--- src/hdl/dmps_pkg.sv ---
// Shared types, constants and codes for the dedup min-priority set.
package dmps_pkg;

    localparam int CAPACITY  = 64;
    localparam int ID_BITS   = 12;
    localparam int DIST_BITS = 16;
    localparam int STATUS_W  = 3;

    localparam logic OP_PUSH = 1'b0;
    localparam logic OP_POP  = 1'b1;

    typedef enum logic [STATUS_W-1:0] {
        ST_INSERTED = 3'd0,
        ST_PRESENT  = 3'd1,
        ST_FULL     = 3'd2,
        ST_POPPED   = 3'd3,
        ST_EMPTY    = 3'd4
    } t_status;

    typedef enum logic [1:0] {
        S_IDLE,
        S_SCAN,
        S_SHIFT,
        S_DONE
    } t_state;

    typedef struct packed {
        logic load;
        logic scan_rd;
        logic shift_init;
        logic shift_rd;
        logic fin;
    } t_dp_cmd;

    typedef struct packed {
        logic iss_done;
        logic pipe_busy;
        logic is_pop;
        logic have_best;
        logic out_free;
    } t_dp_sts;

endpackage

--- src/hdl/dmps_if.sv ---
// Request and result channel interfaces.
interface dmps_req_if #(
    parameter int ID_BITS   = dmps_pkg::ID_BITS,
    parameter int DIST_BITS = dmps_pkg::DIST_BITS
);
    logic                 valid;
    logic                 ready;
    logic                 opcode;
    logic [ID_BITS-1:0]   node_id;
    logic [DIST_BITS-1:0] node_distance;

    modport source (output valid, opcode, node_id, node_distance, input ready);
    modport sink   (input valid, opcode, node_id, node_distance, output ready);
endinterface

interface dmps_res_if #(
    parameter int ID_BITS   = dmps_pkg::ID_BITS,
    parameter int DIST_BITS = dmps_pkg::DIST_BITS,
    parameter int CNT_W     = $clog2(dmps_pkg::CAPACITY + 1)
);
    logic                          valid;
    logic                          ready;
    logic [ID_BITS-1:0]            popped_id;
    logic [DIST_BITS-1:0]          popped_distance;
    logic [dmps_pkg::STATUS_W-1:0] status;
    logic [CNT_W-1:0]              member_count;

    modport source (output valid, popped_id, popped_distance, status, member_count,
                    input ready);
    modport sink   (input valid, popped_id, popped_distance, status, member_count,
                    output ready);
endinterface

--- src/hdl/dmps_ram.sv ---
// Generic single-write, single-read RAM with registered read data.
module dmps_ram #(
    parameter int WIDTH = 8,
    parameter int DEPTH = 16
) (
    input  logic                     i_clk,
    input  logic                     i_we,
    input  logic [$clog2(DEPTH)-1:0] i_waddr,
    input  logic [WIDTH-1:0]         i_wdata,
    input  logic [$clog2(DEPTH)-1:0] i_raddr,
    output logic [WIDTH-1:0]         o_rdata
);
    logic [WIDTH-1:0] r_mem [DEPTH];
    logic [WIDTH-1:0] r_rdata;

    always_ff @(posedge i_clk) begin
        if (i_we) begin
            r_mem[i_waddr] <= i_wdata;
        end
        r_rdata <= r_mem[i_raddr];
    end

    assign o_rdata = r_rdata;
endmodule

--- src/hdl/dmps_ctrl.sv ---
// Controller: sequences the scan, compaction and result phases of one item.
module dmps_ctrl (
    input  logic              i_clk,
    input  logic              i_rst_n,
    input  logic              i_req_valid,
    output logic              o_req_ready,
    input  dmps_pkg::t_dp_sts i_sts,
    output dmps_pkg::t_dp_cmd o_cmd
);
    dmps_pkg::t_state r_state;
    dmps_pkg::t_state n_state;
    logic             w_drained;

    assign w_drained = i_sts.iss_done && !i_sts.pipe_busy;

    always_ff @(posedge i_clk) begin
        if (!i_rst_n) begin
            r_state <= dmps_pkg::S_IDLE;
        end else begin
            r_state <= n_state;
        end
    end

    always_comb begin
        n_state = r_state;
        unique case (r_state)
            dmps_pkg::S_IDLE: begin
                if (i_req_valid) n_state = dmps_pkg::S_SCAN;
            end
            dmps_pkg::S_SCAN: begin
                if (w_drained) begin
                    n_state = (i_sts.is_pop && i_sts.have_best) ? dmps_pkg::S_SHIFT
                                                                : dmps_pkg::S_DONE;
                end
            end
            dmps_pkg::S_SHIFT: begin
                if (w_drained) n_state = dmps_pkg::S_DONE;
            end
            dmps_pkg::S_DONE: begin
                if (i_sts.out_free) n_state = dmps_pkg::S_IDLE;
            end
            default: n_state = dmps_pkg::S_IDLE;
        endcase
    end

    always_comb begin
        o_req_ready      = (r_state == dmps_pkg::S_IDLE);
        o_cmd            = '0;
        o_cmd.load       = (r_state == dmps_pkg::S_IDLE) && i_req_valid;
        o_cmd.scan_rd    = (r_state == dmps_pkg::S_SCAN) && !i_sts.iss_done;
        o_cmd.shift_init = (r_state == dmps_pkg::S_SCAN) && w_drained &&
                           i_sts.is_pop && i_sts.have_best;
        o_cmd.shift_rd   = (r_state == dmps_pkg::S_SHIFT) && !i_sts.iss_done;
        o_cmd.fin        = (r_state == dmps_pkg::S_DONE) && i_sts.out_free;
    end
endmodule

--- src/hdl/dmps_dp.sv ---
// Datapath: entry memory, scan compare, compaction and result register.
module dmps_dp #(
    parameter int CAPACITY  = dmps_pkg::CAPACITY,
    parameter int ID_BITS   = dmps_pkg::ID_BITS,
    parameter int DIST_BITS = dmps_pkg::DIST_BITS,
    parameter int CNT_W     = $clog2(CAPACITY + 1)
) (
    input  logic                          i_clk,
    input  logic                          i_rst_n,
    input  dmps_pkg::t_dp_cmd             i_cmd,
    output dmps_pkg::t_dp_sts             o_sts,
    input  logic                          i_opcode,
    input  logic [ID_BITS-1:0]            i_node_id,
    input  logic [DIST_BITS-1:0]          i_node_distance,
    input  logic                          i_out_ready,
    output logic                          o_out_valid,
    output logic [ID_BITS-1:0]            o_popped_id,
    output logic [DIST_BITS-1:0]          o_popped_distance,
    output logic [dmps_pkg::STATUS_W-1:0] o_status,
    output logic [CNT_W-1:0]              o_member_count
);
    localparam int IDX_W = $clog2(CAPACITY);
    localparam int WORD_W = ID_BITS + DIST_BITS;

    logic [CNT_W-1:0]     r_count;
    logic                 r_op;
    logic [ID_BITS-1:0]   r_id;
    logic [DIST_BITS-1:0] r_dist;
    logic [CNT_W-1:0]     r_iss;
    logic                 r_shift_mode;
    logic                 r_cmp_vld;
    logic [IDX_W-1:0]     r_cmp_idx;
    logic                 r_hit;
    logic [IDX_W-1:0]     r_hit_idx;
    logic                 r_have_best;
    logic [IDX_W-1:0]     r_best_idx;
    logic [ID_BITS-1:0]   r_best_node;
    logic [DIST_BITS-1:0] r_best_key;

    logic                          r_out_vld;
    logic [ID_BITS-1:0]            r_out_id;
    logic [DIST_BITS-1:0]          r_out_dist;
    logic [dmps_pkg::STATUS_W-1:0] r_out_st;
    logic [CNT_W-1:0]              r_out_cnt;

    logic                 w_we;
    logic [IDX_W-1:0]     w_waddr;
    logic [WORD_W-1:0]    w_wdata;
    logic [WORD_W-1:0]    w_rdata;
    logic [ID_BITS-1:0]   w_rd_node;
    logic [DIST_BITS-1:0] w_rd_key;
    logic                 w_full;
    logic                 w_out_free;
    logic                 w_shift_wr;
    logic                 w_push_wr;

    assign w_rd_node  = w_rdata[WORD_W-1 -: ID_BITS];
    assign w_rd_key   = w_rdata[DIST_BITS-1:0];
    assign w_full     = (r_count == CNT_W'(CAPACITY));
    assign w_out_free = !r_out_vld || i_out_ready;
    assign w_shift_wr = r_cmp_vld && r_shift_mode;
    assign w_push_wr  = i_cmd.fin && (r_op == dmps_pkg::OP_PUSH) && (r_hit || !w_full);

    always_comb begin
        w_we    = w_shift_wr || w_push_wr;
        w_waddr = r_cmp_idx - IDX_W'(1);
        w_wdata = w_rdata;
        if (!w_shift_wr) begin
            w_waddr = r_hit ? r_hit_idx : r_count[IDX_W-1:0];
            w_wdata = {r_id, r_dist};
        end
    end

    dmps_ram #(
        .WIDTH (WORD_W),
        .DEPTH (CAPACITY)
    ) u_ram (
        .i_clk   (i_clk),
        .i_we    (w_we),
        .i_waddr (w_waddr),
        .i_wdata (w_wdata),
        .i_raddr (r_iss[IDX_W-1:0]),
        .o_rdata (w_rdata)
    );

    // control state
    always_ff @(posedge i_clk) begin
        if (!i_rst_n) begin
            r_count   <= '0;
            r_cmp_vld <= 1'b0;
            r_out_vld <= 1'b0;
        end else begin
            r_cmp_vld <= i_cmd.scan_rd || i_cmd.shift_rd;
            if (i_cmd.fin) begin
                r_out_vld <= 1'b1;
            end else if (i_out_ready) begin
                r_out_vld <= 1'b0;
            end
            if (i_cmd.fin) begin
                if (r_op == dmps_pkg::OP_PUSH) begin
                    if (!r_hit && !w_full) r_count <= r_count + CNT_W'(1);
                end else if (r_have_best) begin
                    r_count <= r_count - CNT_W'(1);
                end
            end
        end
    end

    // item and scan payload
    always_ff @(posedge i_clk) begin
        r_cmp_idx <= r_iss[IDX_W-1:0];
        if (i_cmd.load) begin
            r_op         <= i_opcode;
            r_id         <= i_node_id;
            r_dist       <= i_node_distance;
            r_iss        <= '0;
            r_shift_mode <= 1'b0;
            r_hit        <= 1'b0;
            r_have_best  <= 1'b0;
        end else if (i_cmd.shift_init) begin
            r_iss        <= CNT_W'(r_best_idx) + CNT_W'(1);
            r_shift_mode <= 1'b1;
        end else if (i_cmd.scan_rd || i_cmd.shift_rd) begin
            r_iss <= r_iss + CNT_W'(1);
        end
        if (r_cmp_vld && !r_shift_mode) begin
            if (r_op == dmps_pkg::OP_PUSH) begin
                if (w_rd_node == r_id) begin
                    r_hit     <= 1'b1;
                    r_hit_idx <= r_cmp_idx;
                end
            end else if (!r_have_best || w_rd_key <= r_best_key) begin
                // ascending scan with <= keeps the newest of tied minima
                r_have_best <= 1'b1;
                r_best_idx  <= r_cmp_idx;
                r_best_node <= w_rd_node;
                r_best_key  <= w_rd_key;
            end
        end
    end

    // result register
    always_ff @(posedge i_clk) begin
        if (i_cmd.fin) begin
            r_out_id   <= '0;
            r_out_dist <= '0;
            if (r_op == dmps_pkg::OP_PUSH) begin
                r_out_cnt <= (!r_hit && !w_full) ? r_count + CNT_W'(1) : r_count;
                if (r_hit) begin
                    r_out_st <= dmps_pkg::ST_PRESENT;
                end else if (w_full) begin
                    r_out_st <= dmps_pkg::ST_FULL;
                end else begin
                    r_out_st <= dmps_pkg::ST_INSERTED;
                end
            end else if (r_have_best) begin
                r_out_id   <= r_best_node;
                r_out_dist <= r_best_key;
                r_out_st   <= dmps_pkg::ST_POPPED;
                r_out_cnt  <= r_count - CNT_W'(1);
            end else begin
                r_out_st  <= dmps_pkg::ST_EMPTY;
                r_out_cnt <= r_count;
            end
        end
    end

    always_comb begin
        o_sts.iss_done  = (r_iss == r_count);
        o_sts.pipe_busy = r_cmp_vld;
        o_sts.is_pop    = (r_op == dmps_pkg::OP_POP);
        o_sts.have_best = r_have_best;
        o_sts.out_free  = w_out_free;
    end

    assign o_out_valid       = r_out_vld;
    assign o_popped_id       = r_out_id;
    assign o_popped_distance = r_out_dist;
    assign o_status          = r_out_st;
    assign o_member_count    = r_out_cnt;
endmodule

--- src/hdl/dedup_min_priority_set.sv ---
// Each item reads every member once, one entry per cycle through the registered read of the
// entry RAM, and compares it before the result register is loaded; a pop then compacts the
// entries above the removed one (none when the newest member goes). One item is in work at
// a time.
// Sync active-low reset clears count and control state; entry RAM is not cleared.
module dedup_min_priority_set #(
    parameter int CAPACITY  = dmps_pkg::CAPACITY,
    parameter int ID_BITS   = dmps_pkg::ID_BITS,
    parameter int DIST_BITS = dmps_pkg::DIST_BITS
) (
    input  logic       i_clk,
    input  logic       i_rst_n,
    dmps_req_if.sink   i_req,
    dmps_res_if.source o_res
);
    localparam int CNT_W = $clog2(CAPACITY + 1);

    dmps_pkg::t_dp_cmd w_cmd;
    dmps_pkg::t_dp_sts w_sts;

    dmps_ctrl u_ctrl (
        .i_clk       (i_clk),
        .i_rst_n     (i_rst_n),
        .i_req_valid (i_req.valid),
        .o_req_ready (i_req.ready),
        .i_sts       (w_sts),
        .o_cmd       (w_cmd)
    );

    dmps_dp #(
        .CAPACITY  (CAPACITY),
        .ID_BITS   (ID_BITS),
        .DIST_BITS (DIST_BITS),
        .CNT_W     (CNT_W)
    ) u_dp (
        .i_clk             (i_clk),
        .i_rst_n           (i_rst_n),
        .i_cmd             (w_cmd),
        .o_sts             (w_sts),
        .i_opcode          (i_req.opcode),
        .i_node_id         (i_req.node_id),
        .i_node_distance   (i_req.node_distance),
        .i_out_ready       (o_res.ready),
        .o_out_valid       (o_res.valid),
        .o_popped_id       (o_res.popped_id),
        .o_popped_distance (o_res.popped_distance),
        .o_status          (o_res.status),
        .o_member_count    (o_res.member_count)
    );

`ifndef ASSERT_OFF
    a_count_bound: assert property (@(posedge i_clk) disable iff (!i_rst_n)
        o_res.valid |-> (o_res.member_count <= CNT_W'(CAPACITY)))
        else $error("member count above capacity");

    a_empty_zero: assert property (@(posedge i_clk) disable iff (!i_rst_n)
        (o_res.valid && o_res.status == dmps_pkg::ST_EMPTY) |->
        (o_res.member_count == '0 && o_res.popped_id == '0 && o_res.popped_distance == '0))
        else $error("empty pop with nonzero fields");

    a_fin_drained: assert property (@(posedge i_clk) disable iff (!i_rst_n)
        w_cmd.fin |-> (!w_sts.pipe_busy && w_sts.iss_done))
        else $error("result issued with scan still running");

    a_load_exclusive: assert property (@(posedge i_clk) disable iff (!i_rst_n)
        w_cmd.load |-> !(w_cmd.scan_rd || w_cmd.shift_rd || w_cmd.fin || w_cmd.shift_init))
        else $error("item accepted while another is in work");
`endif
endmodule

--- src/flat_wrapper.sv ---
// flat-port wrapper written by rule: the top's interface ports become plain ports
module dedup_min_priority_set_flat 
#(
    parameter int CAPACITY  = dmps_pkg::CAPACITY,
    parameter int ID_BITS   = dmps_pkg::ID_BITS,
    parameter int DIST_BITS = dmps_pkg::DIST_BITS
)
  (i_clk, i_rst_n, i_req_valid, i_req_opcode, i_req_node_id, i_req_node_distance, i_req_ready, o_res_valid, o_res_popped_id, o_res_popped_distance, o_res_status, o_res_member_count, o_res_ready);
  dmps_req_if #(.ID_BITS(ID_BITS), .DIST_BITS(DIST_BITS)) i_req_i ();
  dmps_res_if #(.ID_BITS(ID_BITS), .DIST_BITS(DIST_BITS)) o_res_i ();
  input  logic i_clk;
  input  logic i_rst_n;
  input wire logic [$bits(i_req_i.valid)-1:0] i_req_valid;
  input wire logic [$bits(i_req_i.opcode)-1:0] i_req_opcode;
  input wire logic [$bits(i_req_i.node_id)-1:0] i_req_node_id;
  input wire logic [$bits(i_req_i.node_distance)-1:0] i_req_node_distance;
  output wire logic [$bits(i_req_i.ready)-1:0] i_req_ready;
  output wire logic [$bits(o_res_i.valid)-1:0] o_res_valid;
  output wire logic [$bits(o_res_i.popped_id)-1:0] o_res_popped_id;
  output wire logic [$bits(o_res_i.popped_distance)-1:0] o_res_popped_distance;
  output wire logic [$bits(o_res_i.status)-1:0] o_res_status;
  output wire logic [$bits(o_res_i.member_count)-1:0] o_res_member_count;
  input wire logic [$bits(o_res_i.ready)-1:0] o_res_ready;
  assign i_req_i.valid = i_req_valid;
  assign i_req_i.opcode = i_req_opcode;
  assign i_req_i.node_id = i_req_node_id;
  assign i_req_i.node_distance = i_req_node_distance;
  assign i_req_ready = i_req_i.ready;
  assign o_res_valid = o_res_i.valid;
  assign o_res_popped_id = o_res_i.popped_id;
  assign o_res_popped_distance = o_res_i.popped_distance;
  assign o_res_status = o_res_i.status;
  assign o_res_member_count = o_res_i.member_count;
  assign o_res_i.ready = o_res_ready;
  dedup_min_priority_set #(.CAPACITY(CAPACITY), .ID_BITS(ID_BITS), .DIST_BITS(DIST_BITS)) u_core (.i_clk(i_clk), .i_rst_n(i_rst_n), .i_req(i_req_i), .o_res(o_res_i));
endmodule
--- config.mk ---
export PLATFORM = sky130hd
export DESIGN_NAME = dedup_min_priority_set_flat
export DESIGN_NICKNAME = d
export VERILOG_FILES = /design/src/hdl/dmps_pkg.sv /design/src/hdl/dmps_if.sv /design/src/hdl/dmps_ram.sv /design/src/hdl/dmps_ctrl.sv /design/src/hdl/dmps_dp.sv /design/src/hdl/dedup_min_priority_set.sv /design/src/flat_wrapper.sv
export SDC_FILE = /design/constraint.sdc
export NUM_CORES = 2
export LEC_CHECK = 0
export BUFFER_PORTS_ARGS = -buffer_cell sky130_fd_sc_hd__buf_2
export CORE_MARGIN = 4
export CORE_UTILIZATION = 62
export CTS_CLUSTER_SIZE = 10
export DETAILED_ROUTE_END_ITERATION = 10
export GPL_ROUTABILITY_DRIVEN = 0
export PLACE_DENSITY = 0.77
export SLEW_MARGIN = 10
export SYNTH_ARGS = -nofsm -noshare
export SYNTH_HDL_FRONTEND = slang
export SYNTH_SLANG_ARGS = --single-unit
--- constraint.sdc ---
create_clock -name i_clk -period 8.9 [get_ports i_clk]
set_clock_uncertainty 0.1 [all_clocks]
set_input_delay 1.78 -clock i_clk [delete_from_list [all_inputs] [get_ports i_clk]]
set_output_delay 1.78 -clock i_clk [all_outputs]
set_load 0.01 [all_outputs]
Word-level counts from Yosys, hierarchy flattened
Memory sizes are Yosys's and may differ from the RTL's. A register that Yosys moved wholly into a read port is not among the register bits.
Index checks and enable logic that the tools add are counted.
{ "totals": {"memories": 1, "ram_bits": 1792, "wordCells": 101, "register_bits": 134, "inputBits": 33, "output_inout_bits": 40} }
{ "classes": {"n_reduce_logical": 33, "muxes": 30, "n_addsub": 5, "order_cmp": 1, "n_bitwise": 1, "eq_ne": 10} }
{ "memory_table": {"columns": ["memory", "words", "word_bits", "rd", "rd_ports_with_merged_regs", "write_ports", "line", "source"], "rows": [
  ["u_core.u_dp.u_ram.r_mem", 64, 28, 1, 1, 1, "dmps_ram.sv:13", "logic [WIDTH-1:0] r_mem [DEPTH];"]
]} }
{ "op_table": {"columns": ["op", "count"], "rows": [
  ["two-way mux 7 bit", 5],
  ["two-way mux 28 bit", 1],
  ["less-or-equal comparator 16 bit", 1],
  ["adder 7 x 1 -> 7 bit (second input constant)", 2],
  ["logical AND 1 bit", 14],
  ["two-way mux 1 bit", 13],
  ["== test 12 bit", 1],
  ["two-way mux 2 bit", 6],
  ["two-way mux 6 bit", 2],
  ["!= test 2 bit (second input constant)", 4],
  ["one-hot mux 2 bit (4 select lines)", 1],
  ["adder 6 x 1 -> 7 bit (second input constant)", 1],
  ["== test 7 bit", 1],
  ["== test 7 bit (second input constant)", 1],
  ["zero test 1 bit", 7],
  ["subtractor 7 x 1 -> 7 bit (second input constant)", 1],
  ["two-way mux 3 bit", 2],
  ["AND reduction 3 bit", 2],
  ["subtractor 6 x 1 -> 6 bit (second input constant)", 1],
  ["logical OR 1 bit", 5],
  ["== test 2 bit (second input constant)", 2],
  ["AND reduction 4 bit", 1],
  ["nonzero test 2 bit", 2],
  ["== test 2 x 1 -> 1 bit (second input constant)", 1],
  ["other kinds (3)", 3]
]} }

Depth between registers and ports, before layout
{ "logic_depth": {"depth_word": 8, "mapped_depth": 12, "mapped_depth_nobuf": 11} }

Hierarchy
From an unflattened synthesis, not the netlist that was laid out.
{ "hier_totals": {"cells_unflattened": 3592, "area_unflattened_um2": 75404.8} }
{ "modules_own_cells": {"columns": ["mod", "area_each_um2", "cells_per_inst", "n_inst", "seq_area_each_um2"], "rows": [
  ["dmps_ram", 69188.9, 3105, 1, 54372.1],
  ["dmps_dp", 5960.7, 460, 1, 3713.6],
  ["dmps_ctrl", 255.2, 27, 1, 40.0]
]} }

Least setup slack after synthesis
OpenSTA, ideal clock, no wires.
{ "synth_timing": {"path_kind": "input to register", "from": "in o_res_ready", "to": "mem u_core.u_dp.u_ram.r_mem[16][0] in the netlist's numbering, enable pin", "n_path_buf": 1, "t_arrival_ns": 4.112, "setup_time_ns": 0.413, "setup_slack_ns": 4.275, "path_stages": 6, "required_ns": 8.387, "path_cell_list": "nor2b_1 -> nand2b_1 -> clkbuf_1 -> o31ai_2 -> nand3_1 -> nor2_1"} }
{ "synth_between": {"elab_chain_cells": 7} }
{ "synth_lines": {"columns": ["element", "line", "source"], "rows": [
  ["start: declaration", "flat_wrapper.sv:23", "input wire logic [$bits(o_res_i.ready)-1:0] o_res_ready;"],
  ["logical OR 1 bit", "dmps_dp.sv:60", "assign w_out_free = !r_out_vld || i_out_ready;"],
  ["logical AND 1 bit", "dmps_ctrl.sv:54", "o_cmd.fin = (r_state == dmps_pkg::S_DONE) && i_sts.out_free;"],
  ["logical AND 1 bit (2 in a row)", "dmps_dp.sv:62", "assign w_push_wr = i_cmd.fin && (r_op == dmps_pkg::OP_PUSH) && (r_hit || !w_full);"],
  ["logical OR 1 bit", "dmps_dp.sv:65", "w_we = w_shift_wr || w_push_wr;"],
  ["two-way mux 1 bit", "dmps_ram.sv:17", "if (i_we) begin"],
  ["two-way mux 1 bit (not written as such)", "dmps_ram.sv:18", "r_mem[i_waddr] <= i_wdata;"],
  ["end: declaration", "dmps_ram.sv:13", null]
]} }
Every way passes these cells.

Worst setup path in the final report
{ "layout_timing": {"from": "in o_res_ready", "to": "mem u_core.u_dp.u_ram.r_mem[39][11] in the netlist's numbering, enable pin"} }
The elaborated chain is that of the path after synthesis.

==> impl_summary.txt <==
----------------------------------------------------
[Outcome]
  Run status ... finished, final reports clean

[Cells and area]
  Layout cells sized above 1 ... 0.264
  Fraction of the core area covered by cells at the end of the flow ... 0.696
  Final-stage net count ... 3,685
  Post-synthesis to final-layout area growth ... 11.6%

[Hold path]
  Path category of the worst min-delay check ... register to register

[Global route]
  Via count of the first global-routing pass ... 37,900
  Gr ovfl total ... 0
  GRT Overall Usage ... 0.314
  Wire length of the first global-routing pass ... 279 mm
  Antenna violations before repair ... 8
  Pin count of the biggest net entering global routing ... 136

[Floorplan]
  Initial core utilization ... 0.623
  Number of core rows ... 127
  Height of the chip ... between 300 and 400 microns
  Top Ports ... 73
  Die Wd ... 355 microns
  Total die area ... ~0.13 sq mm
  Area inside the core boundary ... about 0.12 sq mm

[STA]
  Final setup TNS ... 0 ns
  Final Hold Viols ... 0
  Final critical-path required period ... just under 5 ns
  Final number of setup-violating endpoints ... 0
  Slew headroom ... 0.191
  Setup repair after global routing missed its margin ... false
  Number of pins exceeding their max-slew limit in the final report ... 0
  Tcrit/Tclk final ... 0.555
  Pin slew with the least headroom to its limit ... 1.21 ns
  Highest attainable clock frequency ... just over 200 MHz

[Power]
  Static Leakage ... approximately 26 nW
  Total power per unit cell area ... 274 mW/mm^2
  Peak VDD IR ... 228 uV

[Routing]
  Antenna Violating Nets Remaining ... 0
  Post-route DRC violation count ... 0
  Via count of the routed design ... 38,200
  Number of vias per cell after detailed routing ... 7.16
  Routed WL per cell ... about 36 microns
  Initial drt markers ... 6,182
  Number of iterations in the first detailed-routing pass ... 10
  Routed WL ... around 190 mm

[Synthesis]
  Part of the Yosys area used for sequential elements ... 0.778
  Cell variety after synth ... 66
  Number of synthesized flops with an enable pin ... 1,899
  Cell type with the largest total area after synthesis ... edfxtp_1
  Net count after synthesis ... 3,482
  Commonest cells in the synthesized netlist ... edfxtp_1 (1,899), mux4_2 (448), nor2_1 (97), clkbuf_1 (91), a22oi_1 (88)
  Area share of the leading cell type in the synthesized netlist ... 0.763
  Cell count after synthesis ... between 3,000 and 4,000
  Async set-or-reset flop fraction in the synthesized netlist ... 0
  Netlist area before placement ... 0.0747 sq mm
  Ys flop type ... edfxtp_1
  Synthesized flop and latch total ... slightly below 2,000
  Most common cell in the synthesized netlist ... edfxtp_1
  Number of warnings reported in the yosys synthesis log ... 0
  Cell types with the largest area share after synthesis ... edfxtp_1 (76%), mux4_2 (14%), dfxtp_1 (1.5%)
  Synthesized area per cell ... ~22 sq um

[Setup path]
  Slowest CP cell ... nor2_2
  Critical path capture point type ... register
  Critical Path Start Type ... input port
  Worst path max stage delay ... roughly 1.0 ns
  Ordered list of cells on the worst path ... buf_2 > nor2b_1 > nand2b_1 > o31ai_2 > nand3_1 > nor2_2 > buf_4
  Required time at the worst-slack endpoint ... approximately 9.3 ns
  Family with the most delay on the worst path ... simple AND/OR/NAND/NOR gates
  Arrival time reported for the critical path endpoint ... 5.34 ns
  Critical path buffer and inverter count ... 2
  Worst Path Max Fanout ... 15
  Start-to-end type of the worst setup path ... input port to register

[Placement]
  Number of I/O port buffers ... 72
  Half-perimeter wire length of the detailed placement result ... between 100 and 150 mm

[Clock network]
  Clock root buffer ... clkbuf_16
  Buffer levels on the longest clock path ... 3
  Clock tree from TritonCTS ... built
  Post-CTS Hold Fix Bufs ... 0
  Number of H-tree levels ... 4
  Buffers inserted by post-CTS timing repair ... 0
  Skew-Pair Late Insertion Delay ... around 0.83 ns
  CTS clock-pin slew for the worst setup and hold paths ... 0.06 ns
  Clock sinks ... ~2,000
  TritonCTS Buffers ... approximately 220
  Post-cts repair resize count ... 0

[Job]
  Number of max-cap violations ... 0

----------------------------------------------------
registers in the layout, summed over array words and instances, names as in the netlist, 7 cells and up:
name,cells
u_core.u_dp.u_ram.r_mem,1792
u_core.u_dp.u_ram.o_rdata,28
u_core.u_dp.o_popped_distance,16
u_core.u_dp.r_best_key,16
u_core.u_dp.r_dist,16
u_core.u_dp.o_popped_id,12
u_core.u_dp.r_best_node,12
u_core.u_dp.r_id,12
u_core.u_dp.o_member_count,7
u_core.u_dp.r_count,7
u_core.u_dp.r_iss,7
per-stage QoR:
step           power [W]  hold slack (ns)  cells  area (sq um)  setup WS, ns
2_1_floorplan     0.0135            0.226   3425         74700          4.27
3_3_place_gp      0.0150            0.315   5023         77400          3.51
3_5_place_dp      0.0151            0.323   5023         77400          3.35
4_1_cts           0.0229            0.334   5342         83400          4.20
5_1_grt           0.0235            0.363   5342         83400          3.91
6_report          0.0229            0.336   5343         83400          3.96
cell type report:
class / count / area (sq um)
Antenna cell: 1 / 2.50
Clock buffer: 301 / 5770
Clock inverter: 18 / 231
Fill cell: 6853 / 36400
Inverter: 29 / 109
Multi-Input combinational cell: 1254 / 15900
Sequential cell: 1954 / 58100
Tap cell: 1612 / 2020
Timing Repair Buffer: 174 / 1190
cells in the final DEF (no fill, tap or decap), types with 49 or more instances in the layout:
cell type,count
edfxtp_1,1899
mux4_2,448
clkbuf_16,218
buf_4,97
a22oi_1,88
clkbuf_1,83
mux2i_1,74
nand3_1,72
buf_2,72
nor2_2,66
a21oi_1,65
nand2_1,61
dfxtp_1,49
worst register-to-register path: stages, from the launching register on:
cell and delay (ns):
dfxtp_1 0.46, inv_1 0.18, ha_1 0.26, or3b_1 0.29, nor3_1 0.11, o31ai_2 0.69, nand3_1 0.96, nor2_2 1.02
buf_4 0.37
final timing paths:
check                                                           from                                        end  slack, ns  depth (start not counted)
worst max-delay path                                     o_res_ready  u_core.u_dp.u_ram.r_mem[39][11]$_DFFE_PP_       3.96                          7
worst min-delay path            u_core.u_dp.u_ram.o_rdata[0]$_DFF_P_        u_core.u_dp.r_best_key[0]$_DFFE_PP_       0.34                          0
worst max register to register   u_core.u_dp.r_count[0]$_SDFFE_PN0P_  u_core.u_dp.u_ram.r_mem[39][11]$_DFFE_PP_       4.15                          8
worst min register to register  u_core.u_dp.u_ram.o_rdata[0]$_DFF_P_        u_core.u_dp.r_best_key[0]$_DFFE_PP_       0.34                          0
layer usage:
layer  wire length (microns)  vias up  global-route usage
li1                        -    14800                   -
met1                   67700    19800               0.440
met2                   90000     3173               0.473
met3                   25500      506              0.0816
met4                   10700        4               0.144
met5                      25        -                   0
kinds of logic (layout without fill, tap and decap cells):
group | Yosys count | after routing | share of synthesized area
flops | 1954 | 1954 | 0.778
compound gates | 324 | 324 | 0.0307
other cells | 0 | 1 | 0
fa+ha+maj | 24 | 24 | 0.00402
buf+inv | 217 | 522 | 0.0126
simple gates | 318 | 318 | 0.0207
mux | 556 | 556 | 0.150
xor+xnor | 32 | 32 | 0.00375
power by group:
part,leakage (nW),total (W),internal (W),switching (W)
registers,17.6,0.0109,0.0106,0.000277
logic,5.28,0.00413,0.00147,0.00266
clock network,2.89,0.00783,0.00444,0.00338
(Power assumes the default switching activity.)
